`config.mk`:
```
export PLATFORM = sky130hd
export DESIGN_NAME = pid_servo_angle_controller
export DESIGN_NICKNAME = d
export VERILOG_FILES = /design/src/hw/rtl/pidsa_pkg.sv /design/src/hw/rtl/pidsa_mul.sv /design/src/hw/rtl/pid_servo_angle_controller.sv
export SDC_FILE = /design/constraint.sdc
export NUM_CORES = 2
export LEC_CHECK = 0
export ABC_AREA = 1
export BUFFER_PORTS_ARGS = -buffer_cell sky130_fd_sc_hd__buf_2
export CAP_MARGIN = 15
export CORE_MARGIN = 3
export CORE_UTILIZATION = 40
export CTS_CLUSTER_DIAMETER = 50
export DETAILED_ROUTE_END_ITERATION = 6
export HOLD_SLACK_MARGIN = 0.15
export PLACE_DENSITY_LB_ADDON = 0.2
export SLEW_MARGIN = 20
export SYNTH_ARGS = -nofsm -noshare
export SYNTH_HDL_FRONTEND = slang
export SYNTH_SLANG_ARGS = --single-unit
```
`constraint.sdc`:
```
create_clock -name clk -period 12.55 [get_ports clk]
set_input_delay 2.51 -clock clk [delete_from_list [all_inputs] [get_ports clk]]
set_output_delay 2.51 -clock clk [all_outputs]
set_load 0.02 [all_outputs]
```
`src/hw/rtl/pidsa_pkg.sv`:
```
// Package: shared types and constants for the PID servo angle controller.
`default_nettype none
package pidsa_pkg;
	localparam int GainW = 24;
	localparam int PosW = 16;
	localparam int TimeW = 32;
	localparam int IntW = 40;
	localparam int AngleW = 8;
	// width of a gain times a position difference (24 + 17)
	localparam int ProdW = 41;

	localparam logic [1:0] REG_GAIN_P = 2'd0;
	localparam logic [1:0] REG_GAIN_I = 2'd1;
	localparam logic [1:0] REG_GAIN_D = 2'd2;

	localparam logic signed [GainW-1:0] GAIN_P_RESET = 24'sd256;
	localparam logic signed [PosW-1:0] POS_EDGE = 16'sd135;
	localparam logic signed [IntW-1:0] INT_MAX = {1'b0, {(IntW-1){1'b1}}};
	localparam logic signed [IntW-1:0] INT_MIN = {1'b1, {(IntW-1){1'b0}}};

	typedef enum logic [2:0] {
		ST_IDLE,
		ST_MUL,
		ST_DIV,
		ST_SUM,
		ST_OUT
	} state_t;

	// start request and result flags between the top level and the multiplier
	typedef struct packed {
		logic start;
		logic busy;
		logic done;
	} seq_ctl_t;
endpackage
`default_nettype wire

```
`src/hw/rtl/pidsa_mul.sv`:
```
// Bit-serial signed multiplier: one multiplier bit per cycle.
`default_nettype none
module pidsa_mul
	import pidsa_pkg::*;
(
	input  wire logic                    clk,
	input  wire logic                    arst_n,
	input  wire logic                    start,
	input  wire logic signed [GainW-1:0] mcand,
	input  wire logic signed [PosW:0]    mplier,
	output seq_ctl_t                     ctl,
	output logic signed [ProdW-1:0]      product
);
	localparam int CntW = $clog2(PosW + 2);

	logic [CntW-1:0] cnt_q;
	logic busy_q, done_q;
	logic signed [ProdW-1:0] acc_q;
	logic signed [ProdW-1:0] mc_q;
	logic [PosW:0] mp_q;
	logic signed [ProdW-1:0] addend;

	// top multiplier bit carries negative weight
	always_comb begin
		addend = mp_q[0] ? mc_q : '0;
		if (cnt_q == CntW'(PosW)) addend = -addend;
	end

	// shift one bit per cycle
	always_ff @(posedge clk or negedge arst_n) begin
		if (!arst_n) begin
			busy_q <= 1'b0;
			done_q <= 1'b0;
			cnt_q <= '0;
		end else begin
			done_q <= 1'b0;
			if (start) begin
				busy_q <= 1'b1;
				cnt_q <= '0;
			end else if (busy_q) begin
				cnt_q <= cnt_q + 1'b1;
				if (cnt_q == CntW'(PosW)) begin
					busy_q <= 1'b0;
					done_q <= 1'b1;
				end
			end
		end
	end

	always_ff @(posedge clk) begin
		if (start) begin
			acc_q <= '0;
			mc_q <= ProdW'(mcand);
			mp_q <= mplier;
		end else if (busy_q) begin
			acc_q <= acc_q + addend;
			mc_q <= mc_q <<< 1;
			mp_q <= mp_q >> 1;
		end
	end

	assign ctl.start = start;
	assign ctl.busy = busy_q;
	assign ctl.done = done_q;
	assign product = acc_q;

	a_done_after_busy: assert property (@(posedge clk) disable iff (!arst_n)
		done_q |-> $past(busy_q)) else $error("done without busy");
	a_no_both: assert property (@(posedge clk) disable iff (!arst_n)
		!(busy_q && done_q)) else $error("busy and done together");
	a_cnt_idle: assert property (@(posedge clk) disable iff (!arst_n)
		busy_q |-> cnt_q <= CntW'(PosW)) else $error("count overrun");
endmodule
`default_nettype wire

```
`src/hw/rtl/pid_servo_angle_controller.sv`:
```
// Top level: PID servo angle controller with clamped output.
// Usage:
// - Config channel (cfg_valid/cfg_ready, cfg_index, cfg_data) writes gain_p (0),
//   gain_i (1), gain_d (2), signed Q.8; other indexes are dropped. Write only
//   while idle.
// - Input channel (in_valid/in_ready) takes position and time_ms; output channel
//   (out_valid/out_ready) returns servo_angle 0..180.
// - One sample at a time: the bit-serial multiplier forms the P, I and D
//   products, the restoring divider then divides the D product by the time step
//   (one quotient bit per cycle; skipped when time_ms did not change), and a
//   sum step and a clamp step follow; out_valid rises after the clamp step.
//   A new sample is taken only once the previous result has drained.
// - A sample resting at 135 twice clears the integral and gives no result;
//   the block stays idle and the next sample can follow at once.
// - Result sits in an output register; a stalled receiver holds it and the
//   block takes no new sample until it drains.
// - Reset: gains to 1.0/0/0, integral, last position and last time to zero.
`default_nettype none
module pid_servo_angle_controller
	import pidsa_pkg::*;
(
	input  wire logic                    clk,
	input  wire logic                    arst_n,
	input  wire logic                    cfg_valid,
	output logic                         cfg_ready,
	input  wire logic [1:0]              cfg_index,
	input  wire logic [GainW-1:0]        cfg_data,
	input  wire logic                    in_valid,
	output logic                         in_ready,
	input  wire logic signed [PosW-1:0]  position,
	input  wire logic [TimeW-1:0]        time_ms,
	output logic                         out_valid,
	input  wire logic                    out_ready,
	output logic [AngleW-1:0]            servo_angle
);
	localparam int DivW = ProdW;
	localparam int DCntW = $clog2(DivW + 1);
	localparam int SumW = IntW + 4;

	state_t state_q, state_d;
	logic [1:0] phase_q;
	logic signed [GainW-1:0] gp_q, gi_q, gd_q;
	logic signed [IntW-1:0] integ_q;
	logic signed [PosW-1:0] prev_pos_q;
	logic signed [PosW:0] dpos_q;
	logic [TimeW-1:0] prev_time_q, dt_q;
	logic signed [PosW:0] mapped_q;
	logic signed [ProdW-1:0] p_q;
	logic signed [SumW-1:0] d_q;
	logic [AngleW-1:0] angle_q;
	logic out_valid_q;

	// divider state
	logic [DivW-1:0] quo_q;
	logic [TimeW:0] rem_q;
	logic [DCntW-1:0] dcnt_q;
	logic dneg_q;

	logic mul_start;
	logic signed [GainW-1:0] mul_a;
	logic signed [PosW:0] mul_b;
	seq_ctl_t mctl;
	logic signed [ProdW-1:0] mprod;

	logic accept, rest;
	logic signed [PosW+8:0] num;
	logic signed [PosW+8:0] mq;
	logic signed [IntW+1:0] isum;
	logic signed [SumW-1:0] total;
	logic [TimeW:0] rtry;

	assign accept = in_valid && in_ready;
	assign rest = (position == POS_EDGE) && (prev_pos_q == POS_EDGE);
	assign cfg_ready = 1'b1;
	assign in_ready = (state_q == ST_IDLE) && !out_valid_q;
	assign out_valid = out_valid_q;
	assign servo_angle = angle_q;

	// map: (x+135)*180/270-90 = (x+135)*2/3 - 90 truncated; numerator >= 0 in range
	// except negative, so divide magnitude by 3 with a reciprocal multiply
	always_comb begin
		logic [PosW+8:0] mag;
		logic [PosW+8+22:0] prodr;
		logic [PosW+8:0] qq;
		num = ((PosW+9)'(position) + (PosW+9)'(135)) <<< 1;
		mag = num[PosW+8] ? -num : num;
		prodr = (PosW+8+23)'(mag) * (PosW+8+23)'(22'd1398102);
		qq = prodr[PosW+8+22:22];
		if ((PosW+9)'(qq * 3) > mag) qq = qq - 1'b1;
		mq = num[PosW+8] ? -$signed(qq) : $signed(qq);
	end

	// multiplier operand select
	always_comb begin
		mul_a = gp_q;
		mul_b = mapped_q;
		unique case (phase_q)
			2'd0: mul_a = gp_q;
			2'd1: mul_a = gi_q;
			default: begin
				mul_a = gd_q;
				mul_b = dpos_q;
			end
		endcase
	end

	assign mul_start = (state_q == ST_MUL) && !mctl.busy && !mctl.done && (dcnt_q == '0)
		&& !phase_q[1] | ((state_q == ST_MUL) && phase_q == 2'd2 && !mctl.busy
		&& !mctl.done && dcnt_q == '0);

	pidsa_mul u_mul (
		.clk    (clk),
		.arst_n (arst_n),
		.start  (mul_start),
		.mcand  (mul_a),
		.mplier (mul_b),
		.ctl    (mctl),
		.product(mprod)
	);

	assign isum = (IntW+2)'(integ_q) + (IntW+2)'(mprod);
	assign rtry = {rem_q[TimeW-1:0], quo_q[DivW-1]} - {1'b0, dt_q};
	assign total = (SumW)'(p_q) + (SumW)'(integ_q) + d_q + (SumW)'(90 * 256);

	// next state
	always_comb begin
		state_d = state_q;
		unique case (state_q)
			ST_IDLE: if (accept && !rest) state_d = ST_MUL;
			ST_MUL: if (mctl.done && phase_q == 2'd2)
				state_d = (dt_q == '0) ? ST_SUM : ST_DIV;
			ST_DIV: if (dcnt_q == DCntW'(1)) state_d = ST_SUM;
			ST_SUM: state_d = ST_OUT;
			ST_OUT: state_d = ST_IDLE;
			default: state_d = ST_IDLE;
		endcase
	end

	always_ff @(posedge clk or negedge arst_n) begin
		if (!arst_n) begin
			state_q <= ST_IDLE;
			phase_q <= '0;
			out_valid_q <= 1'b0;
			gp_q <= GAIN_P_RESET;
			gi_q <= '0;
			gd_q <= '0;
			integ_q <= '0;
			prev_pos_q <= '0;
			prev_time_q <= '0;
			dcnt_q <= '0;
		end else begin
			state_q <= state_d;
			// config writes
			if (cfg_valid && cfg_ready) begin
				unique case (cfg_index)
					REG_GAIN_P: gp_q <= cfg_data;
					REG_GAIN_I: gi_q <= cfg_data;
					REG_GAIN_D: gd_q <= cfg_data;
					default: ;
				endcase
			end
			if (out_valid_q && out_ready) out_valid_q <= 1'b0;
			if (accept) begin
				phase_q <= '0;
				if (rest) integ_q <= '0;
				else begin
					prev_pos_q <= position;
					prev_time_q <= time_ms;
				end
			end
			// integral update after the I product
			if (state_q == ST_MUL && mctl.done) begin
				phase_q <= phase_q + 1'b1;
				if (phase_q == 2'd1) begin
					if (isum > (IntW+2)'(INT_MAX)) integ_q <= INT_MAX;
					else if (isum < (IntW+2)'(INT_MIN)) integ_q <= INT_MIN;
					else integ_q <= IntW'(isum);
				end
				if (phase_q == 2'd2 && dt_q != '0) dcnt_q <= DCntW'(DivW);
			end
			if (state_q == ST_DIV) dcnt_q <= dcnt_q - 1'b1;
			if (state_q == ST_OUT) out_valid_q <= 1'b1;
		end
	end

	// payload registers
	always_ff @(posedge clk) begin
		if (accept) begin
			dpos_q <= (PosW+1)'(position) - (PosW+1)'(prev_pos_q);
			mapped_q <= (PosW+1)'(mq - (PosW+9)'(90));
			dt_q <= time_ms - prev_time_q;
			d_q <= '0;
		end
		if (state_q == ST_MUL && mctl.done) begin
			if (phase_q == 2'd0) p_q <= mprod;
			if (phase_q == 2'd2) begin
				dneg_q <= mprod[ProdW-1];
				quo_q <= mprod[ProdW-1] ? DivW'(-mprod) : DivW'(mprod);
				rem_q <= '0;
			end
		end
		// restoring division, one quotient bit per cycle
		if (state_q == ST_DIV) begin
			if (!rtry[TimeW]) begin
				rem_q <= rtry;
				quo_q <= {quo_q[DivW-2:0], 1'b1};
			end else begin
				rem_q <= {rem_q[TimeW-1:0], quo_q[DivW-1]};
				quo_q <= {quo_q[DivW-2:0], 1'b0};
			end
		end
		if (state_q == ST_SUM && dt_q != '0)
			d_q <= dneg_q ? -(SumW'(quo_q)) : SumW'(quo_q);
		if (state_q == ST_OUT) begin
			if (total >= SumW'(180 * 256)) angle_q <= AngleW'(180);
			else if (total < 0) angle_q <= '0;
			else angle_q <= total[AngleW+7:8];
		end
	end

	a_no_accept_busy: assert property (@(posedge clk) disable iff (!arst_n)
		accept |-> state_q == ST_IDLE) else $error("accept while busy");
	a_out_from_out: assert property (@(posedge clk) disable iff (!arst_n)
		$rose(out_valid_q) |-> $past(state_q) == ST_OUT) else $error("stray result");
	a_angle_range: assert property (@(posedge clk) disable iff (!arst_n)
		out_valid_q |-> angle_q <= AngleW'(180)) else $error("angle out of range");
	a_div_nonzero: assert property (@(posedge clk) disable iff (!arst_n)
		state_q == ST_DIV |-> dt_q != '0) else $error("divide by zero");
endmodule
`default_nettype wire
```
# == Yosys cells after proc, flatten, opt, wreduce, memory -nomap -nowiden ==
# Cells that the tools add are included.
# totals
register_bits,511
# op_classes
add_sub_neg,19
mul,2
n_lt_le_gt_ge,5
eq_ne,15
muxes,50
bitwise_logic,2
n_reduce_logical,46
# ops
operator,n
two-way mux 41 bit,8
two-way mux 40 bit,6
two-way mux 44 bit,3
two-way mux 32 bit,4
two-way mux 17 bit,5
negator 41 bit,2
case mux 24 bit (2 select lines),1
multiplier 25 x 20 -> 45 bit (second input constant),1
adder 42 x 44 -> 44 bit,1
adder 44 x 16 -> 44 bit (second input constant),1
>= comparator 44 x 17 -> 1 bit (second input constant),1
< comparator 44 x 1 -> 1 bit (second input constant),1
negator 41 -> 44 bit,1
adder 40 x 41 -> 42 bit,1
adder 41 x 40 -> 42 bit,1
> comparator 42 x 40 -> 1 bit (second input constant),1
< comparator 42 x 40 -> 1 bit (second input constant),1
adder 41 bit,1
subtractor 33 x 32 -> 33 bit,1
equality test 16 x 9 -> 1 bit (second input constant),2
zero test 32 bit,1
nonzero test 32 bit,1
subtractor 32 bit,1
> comparator 25 bit,1
other kinds (38),92

# == Logic depth before layout (Yosys ltp) ==
# depth
ltp_word,10
ltp_mapped,85

# == Modules after synthesis ==
# A second synthesis with hierarchy kept.
# unflattened
hier_cells,5888
area_unflattened_um2,47444.3
# by_module_without_submodules
mod,n_inst,cells_per_inst,area_each_um2,seq_area_each_um2
pid_servo_angle_controller,1,4661,39170.1,11302.1
pidsa_mul,1,1227,8274.2,2737.6

# == Worst setup path after synthesis ==
# Ideal clock, no wire load.
# synth_path
path_type,input -> register
from,in position[1]
to,reg mapped_q[11] (data pin)
setup_ns,0.253
arrival_ns,14.445
required_ns,12.297
slack_ns,-2.148
stages,74
path_buffers,4
path_cell_list,inv_1 ha_1 a21oi_2 nand2_1 nand2_2 nand3_1 nand2_2 inv_2 clkbuf_1 clkbuf_1 clkbuf_1 nand2_1 xor2_1 ha_1 ha_1 fa_1 fa_1 fa_1 (+38 left out) nand2_4 nand2_4 buf_8 nand2_2 nand2_2 inv_1 ha_1 o21ai_0 ha_1 inv_1 nand3_1 nand2_1 nand2_2 nand2_2 nor2_1 nand2_1 nand3_1 nand2_1
# synth_between
elab_chain_cells,10
elab_cells_between_ends,11
# synth_rtl
item,line_no,rtl
"start, declared",pid_servo_angle_controller.sv:30,"input wire logic signed [PosW-1:0] position,"
adder 16 x 9 -> 17 bit *,pid_servo_angle_controller.sv:85,num = ((PosW+9)'(position) + (PosW+9)'(135)) <<< 1;
negator 18 -> 25 bit,pid_servo_angle_controller.sv:86,mag = num[PosW+8] ? -num : num;
two-way mux 25 bit,pid_servo_angle_controller.sv:86,
multiplier 25 x 20 -> 45 bit,pid_servo_angle_controller.sv:87,prodr = (PosW+8+23)'(mag) * (PosW+8+23)'(22'd1398102);
multiplier 24 x 2 -> 25 bit,pid_servo_angle_controller.sv:89,if ((PosW+9)'(qq * 3) > mag) qq = qq - 1'b1;
> comparator 25 bit,pid_servo_angle_controller.sv:89,
two-way mux 17 bit,pid_servo_angle_controller.sv:89,
negator 17 bit,pid_servo_angle_controller.sv:90,mq = num[PosW+8] ? -$signed(qq) : $signed(qq);
two-way mux 17 bit *,pid_servo_angle_controller.sv:90,
subtractor 17 x 8 -> 17 bit *,pid_servo_angle_controller.sv:190,mapped_q <= (PosW+1)'(mq - (PosW+9)'(90));
"end signal, assigned",pid_servo_angle_controller.sv:190,
"end, declared",pid_servo_angle_controller.sv:47,logic signed [PosW:0] mapped_q;
# Mark *: on every way between the ends. The rest lies on a longest branch, timed or not.
# A chain may end at the register's enable or synchronous reset.

# == Final worst setup path ==
# layout_path
from,in position[1]
to,reg mapped_q[16] (data pin)
# layout_between
elab_chain_cells,10
elab_cells_between_ends,11
# layout_rtl
item,line_no,rtl
adder 16 x 9 -> 17 bit *,pid_servo_angle_controller.sv:85,
negator 18 -> 25 bit,pid_servo_angle_controller.sv:86,
two-way mux 25 bit,pid_servo_angle_controller.sv:86,
multiplier 25 x 20 -> 45 bit,pid_servo_angle_controller.sv:87,
multiplier 24 x 2 -> 25 bit,pid_servo_angle_controller.sv:89,
> comparator 25 bit,pid_servo_angle_controller.sv:89,
two-way mux 17 bit,pid_servo_angle_controller.sv:89,
negator 17 bit,pid_servo_angle_controller.sv:90,
two-way mux 17 bit *,pid_servo_angle_controller.sv:90,
via mq[0],pid_servo_angle_controller.sv:67,logic signed [PosW+8:0] mq;
subtractor 17 x 8 -> 17 bit *,pid_servo_angle_controller.sv:190,
# Mark *: on every way through the listed nets, which the timed path passes. The rest lies on a longest branch.

==> flow_summary.ini <==
[floorplanning]
die_w_um = 346
initial_core_util = 0.403
num_rows = 124
pin_count = 90
dieArea_um2 = 120000
coreArea_um2 = 115000
die_h_um = 346

[layout]
drive_gt1_frac = 0.174
final_common_cell = nand2_1
nFillCells = 11100
areaGrowthSynthToFinish_pct = 22.0
fin_nets = 7034
layout_common_cells = 929 x nand2_1, 830 x inv_1, 496 x buf_4, 482 x a21oi_1, 474 x ha_1

[clocking]
cts.clk_slew.worst_paths_ns = 0.05
root_buffer = clkbuf_16
clock_latency_ns = 0.64
hold_buffers = 0
cts_sinks = 511
cts_max_path_buffers = 3
cts_tree = yes
numCtsBuffers = 71
h-tree-depth = 3

[job]
maxCapViolations = 0

[routing]
num_vias = 38700
routedWlPerCell_um = 15.8
drtIter0Drc = 2015
drcViolationCount = 0
finalWirelength_um = 124000
vias_per_cell = 4.96
firstDrtPassIters = 5
ant_nets = 0

[grt]
grt_overflow = 0
grt_pass1_wl_um = 200000
antenna_found_initial = 7
grt_pass1_vias = 38200
grt_max_degree = 96
grt_usage = 0.204

[synthesis]
synthAdderAreaFrac = 0.234
netlist_area_um2 = 46200
async_reset_ff_frac = 0.350
ys.flop_type = edfxtp_1
synthSimpleGateAreaFrac = 0.172
syn_inst = 5604
synthXorXnorAreaFrac = 0.0685
postSynthAreaPerCell_um2 = 8.24
yosysSeqAreaShare = 0.304
synth-compound-area-share = 0.133
synth_cell_types = 71
yosysWarnings = 0
synth_edf_count = 291
synth_seq_cells = 511
synth_top_family_by_area = adder cells
synth.area.mux_share = 0.00612

[placed_design]
gp_congestion = 0.906
dpl.hpwl_um = 98500
dp_slack_ns = -1.22
portBuffers = 88

[timing]
finalCriticalPeriod_ns = 12.88
setup_ws_ns = -0.331
rsz0062_at_grt = yes
fmax_mhz = 77.6
relSlewSlack = 0.282
finalClockSkew_ns = 0.0316
tightest_slew_ns = 1.08
post-route-period-util = 1.03
final-setup-viol-count = 12
maxSlewViolCount = 0
finalHoldViolations = 0

[critical_path]
crit_path_max_fanout = 5
path_class = input pin to flip-flop
endpoint_kind = flip-flop
cp_slowest_cell = fa_2
required_ns = 12.92
path_common_cell = inv_2
arrival_ns = 13.25
start_kind = input pin
critical-path-max-stage-delay_ns = 0.61

[worst_hold_path]
hold_class = flip-flop to flip-flop

[run_status]
violations = negative setup slack
outcome = finished, violations left
==> per-stage QoR <==
| stage | TNS [ns] | instances | instance area [um^2] | hold WS (ns) | util |
|---|---|---|---|---|---|
| floorplan | -3.76 | 5666 | 47200 | 0.450 | - |
| global placement | -14.44 | 7590 | 52400 | 0.465 | 0.458 |
| detailed placement | -16.50 | 7590 | 52400 | 0.473 | 0.458 |
| CTS | -1.17 | 7768 | 55700 | 0.486 | 0.486 |
| global route | -11.22 | 7791 | 56400 | 0.502 | 0.492 |
| finish | -3.18 | 7796 | 56400 | 0.480 | 0.492 |
==> synth_stat cells (15+ instances only) <==
master    number  area (um^2)
nand2_1      992         3720
inv_1        869         3260
ha_1         516         6460
a21oi_1      502         2510
nor2_1       394         1480
o21ai_0      383         1920
edfxtp_1     291         8740
xor2_1       241         2110
fa_1         218         4360
nand3_1      179          896
dfrtp_1      178         4450
xnor2_1      114          998
clkbuf_1     101          379
nor3_1        83          415
a31oi_1       47          294
nand4_1       42          263
dfxtp_1       41          821
nor4_1        33          206
nand2_2       31          194
o21a_1        31          233
mux2i_1       26          260
o21bai_1      21          158
a211oi_1      19          143
a21o_1        16          120
nor3b_1       16          120
o211ai_1      15          113
==> layout make-up <==
class	count	area, um^2	area share
flip-flops and latches	511	14000	0.249
multi-input cells	4146	30200	0.535
clock inverters	47	539	0.00957
inverters	886	3350	0.0594
diodes	5	12.5	0.000222
well taps	1512	1890	0.0336
clock buffers	84	1900	0.0336
repair buffers	605	4500	0.0798
==> flip-flops by register name (all words and copies together), names as in the netlist, 2 cells and up <==
name and flops:
prev_pos_q 16, gd_q 24, u_mul.cnt_q 5, mapped_q 17, u_mul.product 41, servo_angle 8, p_q 41, prev_time_q 32
u_mul.mp_q 17, d_q 44, dpos_q 17, state_q 3, dt_q 32, gp_q 24, u_mul.mc_q 41, gi_q 24
rem_q 32, phase_q 2, dcnt_q 6, quo_q 41, integ_q 40
==> per-layer routing <==
layer  up-vias  GRT usage  routed length [um]
met5         -          0                  24
met4         4     0.0450                2210
met3       139     0.0250                4950
met2       621      0.337               56700
met1     18100      0.288               59700
li1      19800          -                   -
==> critical path: cells and delay by family <==
| family | cells | cell delay, ns |
|---|---|---|
| adders and majority gates | 12 | 4.52 |
| and+or+nand+nor | 25 | 2.79 |
| AOI/OAI and AO/OA | 10 | 1.35 |
| buffers and inverters | 17 | 1.33 |
| xor gates and xnor gates | 4 | 0.70 |
==> kinds of logic after synthesis <==
kind of cell | Yosys count
simple gates | 1844
compound gates | 1118
buf+inv | 1009
fa+ha+maj | 734
flops | 511
xor+xnor | 358
mux | 28
other cells | 2
==> worst paths after layout <==
kind,startpoint,to,slack (ns),cells past startpoint
max,position[1],mapped_q[16],-0.33,68
min,gd_q[15],gd_q[15],0.48,2
max reg2reg,u_mul.cnt_q[0],u_mul.product[40],6.69,28
min reg2reg,gd_q[15],gd_q[15],0.48,2
max in group asynchronous,arst_n,u_mul.cnt_q[0],9.28,2
min in group asynchronous,arst_n,integ_q[5],1.85,1
==> repair_timing <==
item	4_1_cts	5_1_grt
cloned	1	0
pin swaps	81	97
setup endpoints to repair	15	16
gates resized for setup	103	119
setup buffers	46	23
Power is not shown: default switching activity piles up to over one toggle a cycle in this logic, so the estimate is an artifact.
